## config.mk

```make
export PLATFORM = sky130hd
export DESIGN_NAME = datagram_session_receiver_core
export DESIGN_NICKNAME = d
export VERILOG_FILES = /design/src/rtl/core/dsr_pkg.sv /design/src/rtl/core/dsr_step.sv /design/src/rtl/core/datagram_session_receiver_core.sv
export VERILOG_INCLUDE_DIRS = /design/src /design/src/rtl/core
export SDC_FILE = /design/constraint.sdc
export NUM_CORES = 2
export LEC_CHECK = 0
export BUFFER_PORTS_ARGS = -buffer_cell sky130_fd_sc_hd__buf_2
export CAP_MARGIN = 20
export CORE_MARGIN = 10
export CORE_UTILIZATION = 40
export DETAILED_ROUTE_END_ITERATION = 7
export GPL_ROUTABILITY_DRIVEN = 0
export MAX_ROUTING_LAYER = met4
export PLACE_DENSITY_LB_ADDON = 0.05
export SLEW_MARGIN = 5
export SYNTH_ARGS = -nofsm -noshare
export SYNTH_HDL_FRONTEND = slang
export SYNTH_SLANG_ARGS = --single-unit
export TNS_END_PERCENT = 20
```

## constraint.sdc

```tcl
create_clock -name clk_i -period 19.75 [get_ports clk_i]
set_clock_uncertainty 0.1 [all_clocks]
set_input_delay 3.95 -clock clk_i [delete_from_list [all_inputs] [get_ports clk_i]]
set_output_delay 3.95 -clock clk_i [all_outputs]
set_load 0.01 [all_outputs]
```

## src/rtl/core/assert_macros.svh

```systemverilog
// assertion macros for the rtl, included by datagram_session_receiver_core
`ifndef ASSERT_MACROS_SVH
`define ASSERT_MACROS_SVH

// clocked check, switched off while reset is asserted
`define DSR_ASSERT(lbl, clk, rst_n, prop) \
  lbl: assert property (@(posedge clk) disable iff (!rst_n) prop) \
    else $error("dsr assertion failed");

// clocked check that also holds during reset
`define DSR_ASSERT_ALWAYS(lbl, clk, prop) \
  lbl: assert property (@(posedge clk) prop) \
    else $error("dsr assertion failed");

`endif

```

## src/rtl/core/dsr_pkg.sv

```systemverilog
// types, codes and constants of the datagram session receiver
package dsr_pkg;

  // result codes
  typedef enum logic [2:0] {
    ACT_DELIVER = 3'd0,
    ACT_CONNACC = 3'd1,
    ACT_CONRJT  = 3'd2,
    ACT_ACC     = 3'd3,
    ACT_RJT     = 3'd4,
    ACT_RCVD    = 3'd5,
    ACT_ABORT   = 3'd6
  } action_e;

  // session phase, one-hot
  typedef enum logic [1:0] {
    PH_IDLE = 2'b01,
    PH_OPEN = 2'b10
  } phase_e;

  // event kind carried on tuser
  localparam logic CMD_HEADER  = 1'b0;
  localparam logic CMD_TIMEOUT = 1'b1;

  localparam logic [7:0] TYPE_CONN   = 8'd1;
  localparam logic [7:0] TYPE_DATA   = 8'd4;
  localparam logic [7:0] PROTO_PLAIN = 8'd2;
  localparam logic [7:0] PROTO_ACKED = 8'd3;

  localparam logic [7:0] MAX_RETRIES_RST = 8'd5;

  // results one event can cause, and result queue depth
  localparam int RES_MAX = 3;
  localparam int QDEPTH  = 4;
  localparam int QPTR_W  = $clog2(QDEPTH);
  localparam int QCNT_W  = $clog2(QDEPTH + 1);

  typedef struct packed {
    logic        cmd;
    logic [7:0]  pkt_type;
    logic [63:0] pkt_session;
    logic [63:0] pkt_number;
    logic [63:0] pkt_length;
    logic [7:0]  proto_id;
    logic        conn_size_ok;
  } event_t;

  typedef struct packed {
    phase_e      phase;
    logic        reliable;
    logic [63:0] session;
    logic [63:0] expected;
    logic [63:0] remaining;
    logic [7:0]  retries;
  } sess_state_t;

  typedef struct packed {
    action_e     action;
    logic [63:0] session;
    logic [63:0] number;
    logic        last;
  } result_t;

  typedef struct packed {
    logic [1:0]                count;
    result_t [RES_MAX-1:0]     item;
  } result_batch_t;

endpackage

```

## src/rtl/core/dsr_step.sv

```systemverilog
// per-event decision logic: next session state and the results of one event
module dsr_step import dsr_pkg::*; (
  input  event_t        evt_i,
  input  sess_state_t   state_i,
  input  logic [7:0]    max_retries_i,
  output sess_state_t   state_o,
  output result_batch_t batch_o
);

  logic        conn_ok;
  logic        sess_match;
  logic        data_match;
  logic        retry_ok;
  logic [63:0] rem_left;

  // header classification
  assign conn_ok = (evt_i.cmd == CMD_HEADER) && evt_i.conn_size_ok &&
                   (evt_i.pkt_type == TYPE_CONN) &&
                   ((evt_i.proto_id == PROTO_PLAIN) || (evt_i.proto_id == PROTO_ACKED));
  assign sess_match = (evt_i.pkt_type == TYPE_DATA) &&
                      (evt_i.pkt_session == state_i.session);
  assign data_match = sess_match && (evt_i.pkt_number == state_i.expected);
  assign retry_ok   = state_i.retries < max_retries_i;

  // remaining byte count saturates at zero
  assign rem_left = (evt_i.pkt_length >= state_i.remaining) ? 64'd0 :
                    state_i.remaining - evt_i.pkt_length;

  always_comb begin
    sess_state_t   nxt;
    result_batch_t b;
    logic [1:0]    n;
    nxt = state_i;
    b   = '0;
    n   = 2'd0;
    case (state_i.phase)
      PH_IDLE: begin
        // open a session on a fitting connect header
        if (conn_ok) begin
          nxt.session   = evt_i.pkt_session;
          nxt.reliable  = (evt_i.proto_id == PROTO_ACKED);
          nxt.remaining = evt_i.pkt_length;
          nxt.expected  = 64'd0;
          nxt.retries   = 8'd0;
          nxt.phase     = PH_OPEN;
          b.item[n] = '{action: ACT_CONNACC, session: evt_i.pkt_session,
                        number: 64'd0, last: 1'b0};
          n = n + 2'd1;
          if (evt_i.pkt_length == 64'd0) begin
            b.item[n] = '{action: ACT_RCVD, session: evt_i.pkt_session,
                          number: 64'd0, last: 1'b0};
            n = n + 2'd1;
            nxt.phase = PH_IDLE;
          end
        end
      end
      PH_OPEN: begin
        if (evt_i.cmd == CMD_TIMEOUT) begin
          // timeout: re-acknowledge or abort
          if (state_i.reliable && retry_ok) begin
            nxt.retries = state_i.retries + 8'd1;
            if (state_i.expected != 64'd0) begin
              b.item[n] = '{action: ACT_ACC, session: state_i.session,
                            number: state_i.expected - 64'd1, last: 1'b0};
              n = n + 2'd1;
            end
          end else begin
            b.item[n] = '{action: ACT_ABORT, session: state_i.session,
                          number: 64'd0, last: 1'b0};
            n = n + 2'd1;
            nxt.phase = PH_IDLE;
          end
        end else if (data_match) begin
          // in-order data packet
          nxt.retries = 8'd0;
          b.item[n] = '{action: ACT_DELIVER, session: state_i.session,
                        number: evt_i.pkt_number, last: 1'b0};
          n = n + 2'd1;
          if (state_i.reliable) begin
            b.item[n] = '{action: ACT_ACC, session: state_i.session,
                          number: evt_i.pkt_number, last: 1'b0};
            n = n + 2'd1;
          end
          nxt.remaining = rem_left;
          nxt.expected  = state_i.expected + 64'd1;
          if (rem_left == 64'd0) begin
            b.item[n] = '{action: ACT_RCVD, session: state_i.session,
                          number: 64'd0, last: 1'b0};
            n = n + 2'd1;
            nxt.phase = PH_IDLE;
          end
        end else if (evt_i.pkt_type == TYPE_CONN) begin
          // second connect while busy
          nxt.retries = 8'd0;
          b.item[n] = '{action: ACT_CONRJT, session: evt_i.pkt_session,
                        number: 64'd0, last: 1'b0};
          n = n + 2'd1;
        end else if (sess_match) begin
          // out-of-order data packet of this session
          if (state_i.reliable) begin
            if (retry_ok) begin
              nxt.retries = state_i.retries + 8'd1;
              if (state_i.expected != 64'd0) begin
                b.item[n] = '{action: ACT_ACC, session: state_i.session,
                              number: state_i.expected - 64'd1, last: 1'b0};
                n = n + 2'd1;
              end
            end else begin
              b.item[n] = '{action: ACT_ABORT, session: state_i.session,
                            number: 64'd0, last: 1'b0};
              n = n + 2'd1;
              nxt.phase = PH_IDLE;
            end
          end else begin
            b.item[n] = '{action: ACT_RJT, session: state_i.session,
                          number: state_i.expected, last: 1'b0};
            n = n + 2'd1;
            nxt.phase = PH_IDLE;
          end
        end else begin
          // foreign traffic
          if (state_i.reliable) begin
            nxt.retries = 8'd0;
          end
        end
      end
      default: begin
        nxt.phase = PH_IDLE;
      end
    endcase
    // mark the final result of this event
    for (int i = 0; i < RES_MAX; i++) begin
      b.item[i].last = (n == 2'(i + 1));
    end
    b.count = n;
    state_o = nxt;
    batch_o = b;
  end

endmodule

```

## src/rtl/core/datagram_session_receiver_core.sv

```systemverilog
// top level of the datagram session receiver
// One event (a received header or a receive timeout) is taken per cycle and decided in
// the same cycle; its zero to three results enter a four-entry result queue. With the
// master side ready, results leave one per cycle and, as the slave side is ready while
// at most one result is queued, events that cause one result or none flow at one per
// cycle; the output's one result per cycle sets the rate for events with two or three.
// Session state updates as each event is taken; back-to-back events see it at once.
module datagram_session_receiver_core import dsr_pkg::*; (
  input  logic         clk_i,
  input  logic         rst_ni,
  // configuration write: max_retries
  input  logic         cfg_valid_i,
  output logic         cfg_ready_o,
  input  logic [7:0]   cfg_data_i,
  // events in
  input  logic         s_axis_tvalid_i,
  output logic         s_axis_tready_o,
  // [7:0] pkt_type, [71:8] pkt_session, [135:72] pkt_number, [199:136] pkt_length,
  // [207:200] proto_id, [208] conn_size_ok, [215:209] zero
  input  logic [215:0] s_axis_tdata_i,
  // [0] cmd
  input  logic         s_axis_tuser_i,
  // results out
  output logic         m_axis_tvalid_o,
  input  logic         m_axis_tready_i,
  // [2:0] action, [66:3] out_session, [130:67] out_number, [135:131] zero
  output logic [135:0] m_axis_tdata_o,
  output logic         m_axis_tlast_o
);

  `include "assert_macros.svh"

  logic [7:0]        max_retries_q;
  sess_state_t       state_q, state_d;
  event_t            evt;
  result_batch_t     batch;
  result_t           res_mem_q [QDEPTH];
  logic [QPTR_W-1:0] wr_ptr_q, rd_ptr_q;
  logic [QCNT_W-1:0] count_q, count_d;
  logic              s_accept, m_accept;
  result_t           head;
  action_e           last_act;

  // configuration register
  assign cfg_ready_o = 1'b1;

  always_ff @(posedge clk_i or negedge rst_ni) begin
    if (!rst_ni) begin
      max_retries_q <= MAX_RETRIES_RST;
    end else if (cfg_valid_i && cfg_ready_o) begin
      max_retries_q <= cfg_data_i;
    end
  end

  // unpack the incoming transaction
  assign evt.cmd          = s_axis_tuser_i;
  assign evt.pkt_type     = s_axis_tdata_i[7:0];
  assign evt.pkt_session  = s_axis_tdata_i[71:8];
  assign evt.pkt_number   = s_axis_tdata_i[135:72];
  assign evt.pkt_length   = s_axis_tdata_i[199:136];
  assign evt.proto_id     = s_axis_tdata_i[207:200];
  assign evt.conn_size_ok = s_axis_tdata_i[208];

  assign s_axis_tready_o = (count_q <= QCNT_W'(1));
  assign s_accept        = s_axis_tvalid_i && s_axis_tready_o;

  dsr_step u_step (
    .evt_i         (evt),
    .state_i       (state_q),
    .max_retries_i (max_retries_q),
    .state_o       (state_d),
    .batch_o       (batch)
  );

  // session state
  always_ff @(posedge clk_i or negedge rst_ni) begin
    if (!rst_ni) begin
      state_q <= '{phase: PH_IDLE, reliable: 1'b0, session: 64'd0, expected: 64'd0,
                   remaining: 64'd0, retries: 8'd0};
    end else if (s_accept) begin
      state_q <= state_d;
    end
  end

  // result queue storage
  always_ff @(posedge clk_i) begin
    for (int k = 0; k < RES_MAX; k++) begin
      if (s_accept && (2'(k) < batch.count)) begin
        res_mem_q[wr_ptr_q + QPTR_W'(k)] <= batch.item[k];
      end
    end
  end

  // result queue pointers and fill count
  assign m_accept = m_axis_tvalid_o && m_axis_tready_i;
  assign count_d  = count_q + (s_accept ? QCNT_W'(batch.count) : QCNT_W'(0))
                    - QCNT_W'(m_accept);

  always_ff @(posedge clk_i or negedge rst_ni) begin
    if (!rst_ni) begin
      wr_ptr_q <= '0;
      rd_ptr_q <= '0;
      count_q  <= '0;
    end else begin
      if (s_accept) begin
        wr_ptr_q <= wr_ptr_q + QPTR_W'(batch.count);
      end
      if (m_accept) begin
        rd_ptr_q <= rd_ptr_q + QPTR_W'(1);
      end
      count_q <= count_d;
    end
  end

  // result output
  assign head            = res_mem_q[rd_ptr_q];
  assign m_axis_tvalid_o = (count_q != '0);
  assign m_axis_tdata_o  = {5'd0, head.number, head.session, head.action};
  assign m_axis_tlast_o  = head.last;

  // action of the final result of the event being taken
  assign last_act = batch.item[batch.count - 2'd1].action;

  `DSR_ASSERT_ALWAYS(a_count_bound, clk_i, (!rst_ni) || (count_q <= QCNT_W'(QDEPTH)))
  `DSR_ASSERT(a_ptr_consistent, clk_i, rst_ni,
    (rd_ptr_q + count_q[QPTR_W-1:0]) == wr_ptr_q)
  `DSR_ASSERT(a_close_reason, clk_i, rst_ni,
    (s_accept && state_q.phase == PH_OPEN && state_d.phase == PH_IDLE) |->
      (last_act == ACT_RCVD || last_act == ACT_ABORT || last_act == ACT_RJT))

endmodule

```

Yosys cells after proc, flatten, opt, wreduce, memory -nomap -nowiden:

Memories as Yosys holds them, arrays and structs flattened.
Cells that the tools add are included.

* $add $sub $neg: 11
* order comparisons: 8
* equal/unequal tests: 22
* mux-type cells: 68
* bitwise gates (word level): 1
* reduce and logical (&&, ||, !) cells: 22

Operators with widths (number)
* 132-bit 2-to-1 mux: 13
* 264-bit 2-to-1 mux: 3
* 264-bit case mux with 2 select lines: 1
* 396-bit bitwise mux: 1
* 396-bit 2-to-1 mux: 1
* 136-bit case mux with 2 select lines: 1
* 132-bit demux with 2-bit select: 1
* 131-bit 2-to-1 mux: 2
* 128-bit 2-to-1 mux: 2
* 203-bit 2-to-1 mux: 1
* 64-bit equality test: 2
* 64-bit zero test: 2
* 64-bit by 1-bit adder with 64-bit output, second input constant: 1
* 64-bit >= comparator: 1
* 64-bit 2-to-1 mux: 1
* 8-bit 2-to-1 mux: 8
* 64-bit nonzero test: 1
* 64-bit by 1-bit subtractor with 64-bit output, second input constant: 1
* 64-bit subtractor: 1
* 2-bit 2-to-1 mux: 21
* 8-bit by 2-bit equality test with 1-bit output, second input constant: 2
* 1-bit logical AND: 12
* 1-bit 2-to-1 mux: 10
* 8-bit by 1-bit adder with 8-bit output, second input constant: 1
* 34 further kinds: 42

* bits in registers: 218
* RAM bits: 528
* logic and storage cells: 143
* memories: 1

Memories
* res_mem_q: depth 4, bits a word 132, read ports 1, clocked after memory_dff 0, wr ports 3, RTL line datagram_session_receiver_core.sv:37 `result_t res_mem_q [QDEPTH];`

Depth between registers and ports, before layout:

* depth after elaboration: 15
* gate-level depth with buffers: 30

Cells and area by module:

A second synthesis with hierarchy kept.

* cell total of the unflattened synthesis: 7349
* area, all modules: 62063.3 um^2

By module, submodules not included
* datagram_session_receiver_core: instances 1, cells each 4218, area an instance 43554.3 um^2, seq. area each 21314.2 um^2
* dsr_step: instances 1, cells each 3131, area an instance 18509.0 um^2, seq. area each 0.0 um^2

Least setup slack after synthesis:

OpenSTA, ideal clock, no wires.

* kind: in2reg
* start: input port s_axis_tdata_i[136]
* end: memory res_mem_q[0][0] (netlist name) (enable)
* setup time: 818 ps
* arrival: 17762 ps
* slack: 1070 ps
* stages: 22
* buffers on the path: 3
* path through: ha_1 > fa_1 > nand2b_1 > a211o_1 > a21oi_1 > o2111ai_1 > or4_1 > or4_1 > nor4_1 > o2111ai_1 > nor4_2 > a31oi_2 > clkbuf_1 > inv_1 > ha_1 > nor2_1 > nand2_1 > a31o_1 > buf_2 > buf_6 > o21ai_0 > o31ai_1

RTL lines
* start, declared: RTL line datagram_session_receiver_core.sv:20 `input logic [215:0] s_axis_tdata_i,`
* end, declared: RTL line datagram_session_receiver_core.sv:37

==> impl_results.md <==
- Crit-path cells: buf_2 > inv_1 > ha_1 > nand4_1 > nor3_1 > o211ai_1 > a2111oi_2 > or2_2 > a211oi_1 > a2111oi_0 > o2111ai_1 > nor4_2 > a31oi_4 > buf_4 > ha_1 > inv_1 > a21o_1 > nand2_2 > nor2_4 > buf_4 > a21oi_4 > o21ai_4 > buf_4 > buf_4
- Die X: 368 um
- ANT nets after route: 0
- Hold buffers post-CTS: 0
- H-tree levels: 3
- I/O pin count: 370
- Maxcap violations: 0
- Net count, final: 5287
- First-pass GRT wire length: 278 mm
- Number of global-route vias before repair: 40.5k
- Yosys cell types: 95
- CP bufs+invs: 7
- Register area share after synthesis: 44.0%
- Cell Pwr Density: 116 mW/mm2
- Largest net degree at the start of global routing: 104
- Core area: 0.120 mm2
- Asr flop ratio synth: 29.2%
- Ys flop type: edfxtp_1
- Violated checks: design-rule violations
- CP most frequent cell: buf_4
- # port buffers: 356
- Layout area overhead: 11.9%
- Crit end category: register
- DRC: 1
- Vias after detailed routing: 41.9k
- Syn avg cell area: 9.93 um2
- Worst Path Max Fanout: 67
- Leak pwr: 0.0185 uW
- Drt via density: 6.28
- Crit path kind: input port to register
- EDFF count, synth: 528
- Status: complete, but fails checks
- RSZ-0062 raised after global routing: no
- Hpwl dp: 123 mm
- Clock slew at reported path FFs: 0.05 ns
- Worst-Skew Late Latency: 0.69 ns
- Antenna violations before repair: 22
- Sink Count: 746
- Setup TNS: 0 ns
- Clock tree buffer depth: 3
- CTS tree: built
- Fin crit period: 12.95 ns
- Synth Warn #: 0
- CP top delay family: compound AO/OA/AOI/OAI gates
- Layout cells sized above 1: 16.6%
- Post-CTS setup buffers: 0
- Arrival time worst endpoint: 13.15 ns
- Element type at the critical path start: input port
- Synth Instances: 4874
- Final hold viol count: 0
- Worst-Margin Slew: 1.18 ns
- Initial Util: 40.3%
- Min Hold Slack: 0.393 ns
- CTS buffer count: 92
- Die H: 368 um
- Max-slew violation count: 0
- Gr usage total: 27.5%
- Seq cells post-synth: 746
- CTS root buffer: clkbuf_16
- Cts repair resizes: 0
- Row count: 127
- Drt initial violations: 4457
- Post-Route WL: 189 mm
- CP max stage cell: buf_4
- Largest stage delay, worst path: 0.80 ns
- Crit share post-route: 65.6%
- Die ar.: 0.135 mm2
- Final Util: 45.1%
- Critical Path RT: 19.96 ns
- PnR Total Power: 6310 uW
- Worst hold path type: register to register
- Synthesized area: 0.0484 mm2
- Setup Viol. Count Final: 0
- Gr ovfl total: 0
- DR pass1 iterations: 8
- Slew margin rel.: 21.1%
- Peak supply drop: 0.109 mV
- Achievable frequency: 0.0772 GHz
- Avg WL per Cell: 28.4 um
[area by class of cell]
cell class	instances	area, um2
Inverter	112	420
Timing Repair Buffer	431	2350
Clock buffer	135	2580
Fill cell	11600	65800
Sequential cell	746	21300
Antenna cell	19	47.5
Clock inverter	37	492
Tap cell	1612	2020
Multi-Input combinational cell	3588	24900
[through the flow]
step / cells / setup WS [ns] / area [um2]
floorplan: 4878 / 1.07 / 48400
global placement: 6489 / 6.32 / 51000
detailed placement: 6489 / 6.25 / 51000
CTS: 6661 / 6.97 / 54100
global route: 6677 / 6.50 / 54200
finish: 6680 / 6.80 / 54200
[layout by cell type (no fill, tap or decap), types with 68 or more instances in the layout]
cell | Yosys | layout
buf_4 | 10 | 75
nor2_1 | 352 | 348
edfxtp_1 | 528 | 528
inv_1 | 112 | 112
dfrtp_1 | 215 | 213
nand2_1 | 512 | 512
xnor2_1 | 183 | 183
ha_1 | 84 | 83
buf_2 | 76 | 355
xor2_1 | 72 | 72
a21oi_1 | 309 | 308
nand4_1 | 114 | 114
o31ai_1 | 271 | 270
o22ai_1 | 84 | 84
a22o_1 | 76 | 76
o21ai_0 | 266 | 263
nor3b_1 | 69 | 69
o21ai_1 | 71 | 70
mux4_2 | 132 | 132
a22oi_1 | 333 | 333
mux2_2 | 68 | 68
clkbuf_16 | 0 | 94
[where the power goes]
part,switching (uW),internal [uW]
logic,1720,947
registers,119,1750
clock network,715,1050
[synthesized netlist by cell type, types with 9 or more instances]
cell | n | area, um2
xor2_1 | 72 | 631
o21a_1 | 20 | 150
o31ai_1 | 271 | 2030
mux2_2 | 68 | 766
buf_2 | 76 | 380
nor3_1 | 62 | 310
or4_1 | 21 | 158
and4_1 | 11 | 96.3
a22o_1 | 76 | 666
and3_1 | 40 | 250
dfrtp_1 | 215 | 5380
clkbuf_1 | 295 | 1110
a21o_1 | 39 | 293
mux4_2 | 132 | 2970
o21ai_1 | 71 | 355
buf_4 | 10 | 75.1
edfxtp_1 | 528 | 15900
buf_6 | 24 | 270
o21bai_1 | 10 | 75.1
nor4_1 | 45 | 282
inv_1 | 112 | 420
o22ai_1 | 84 | 526
nand4_1 | 114 | 713
xnor2_1 | 183 | 1600
and2_1 | 21 | 131
o21ai_0 | 266 | 1330
nor3b_1 | 69 | 518
nand2_1 | 512 | 1920
nand3_1 | 61 | 305
a22oi_1 | 333 | 2500
o2111ai_1 | 9 | 78.8
nor2_1 | 352 | 1320
nor2b_1 | 15 | 93.8
ha_1 | 84 | 1050
or3_1 | 30 | 188
o211ai_1 | 14 | 105
a21oi_1 | 309 | 1550
buf_1 | 27 | 101
nand2b_1 | 13 | 81.3
a32oi_1 | 18 | 158
[final timing paths]
check | from | cells past startpoint | slack [ns] | to
min in group asynchronous | rst_ni | 1 | 3.12 | state_q[28]
min | count_q[2] | 1 | 0.39 | count_q[2]
max | s_axis_tdata_i[148] | 24 | 6.80 | res_mem_q[2][87]
max reg2reg | state_q[20] | 22 | 9.92 | res_mem_q[2][87]
max in group asynchronous | rst_ni | 3 | 14.29 | rd_ptr_q[1]
min reg2reg | count_q[2] | 1 | 0.39 | count_q[2]
[sequential cells by signal (all words and copies together), names as in the netlist]
| signal | count |
|---|---|
| wr_ptr_q | 2 |
| max_retries_q | 8 |
| state_q | 203 |
| count_q | 3 |
| rd_ptr_q | 2 |
| res_mem_q | 528 |
[metal layers]
layer  GRT usage (%)  up-vias  share of wire [%]
met5               -        -                  0
met4            8.47        0                2.8
met3            4.58      290                7.9
met2            41.1     2002                 45
met1            38.2    20700                 44
li1                -    18900                  -
[logic make-up after synthesis]
| family | after synthesis | share of synthesized area (%) |
|---|---|---|
| AO/OA/AOI/OAI | 1623 | 22.3 |
| AND/OR/NAND/NOR | 1409 | 13.9 |
| flip-flops | 746 | 44.0 |
| buffers and inverters | 544 | 4.87 |
| XOR/XNOR | 255 | 4.62 |
| multiplexers | 209 | 7.92 |
| adder cells (fa/ha/maj) | 86 | 2.25 |
| other | 2 | 0.0155 |
No activity file was read; power rests on OpenSTA's default activity.
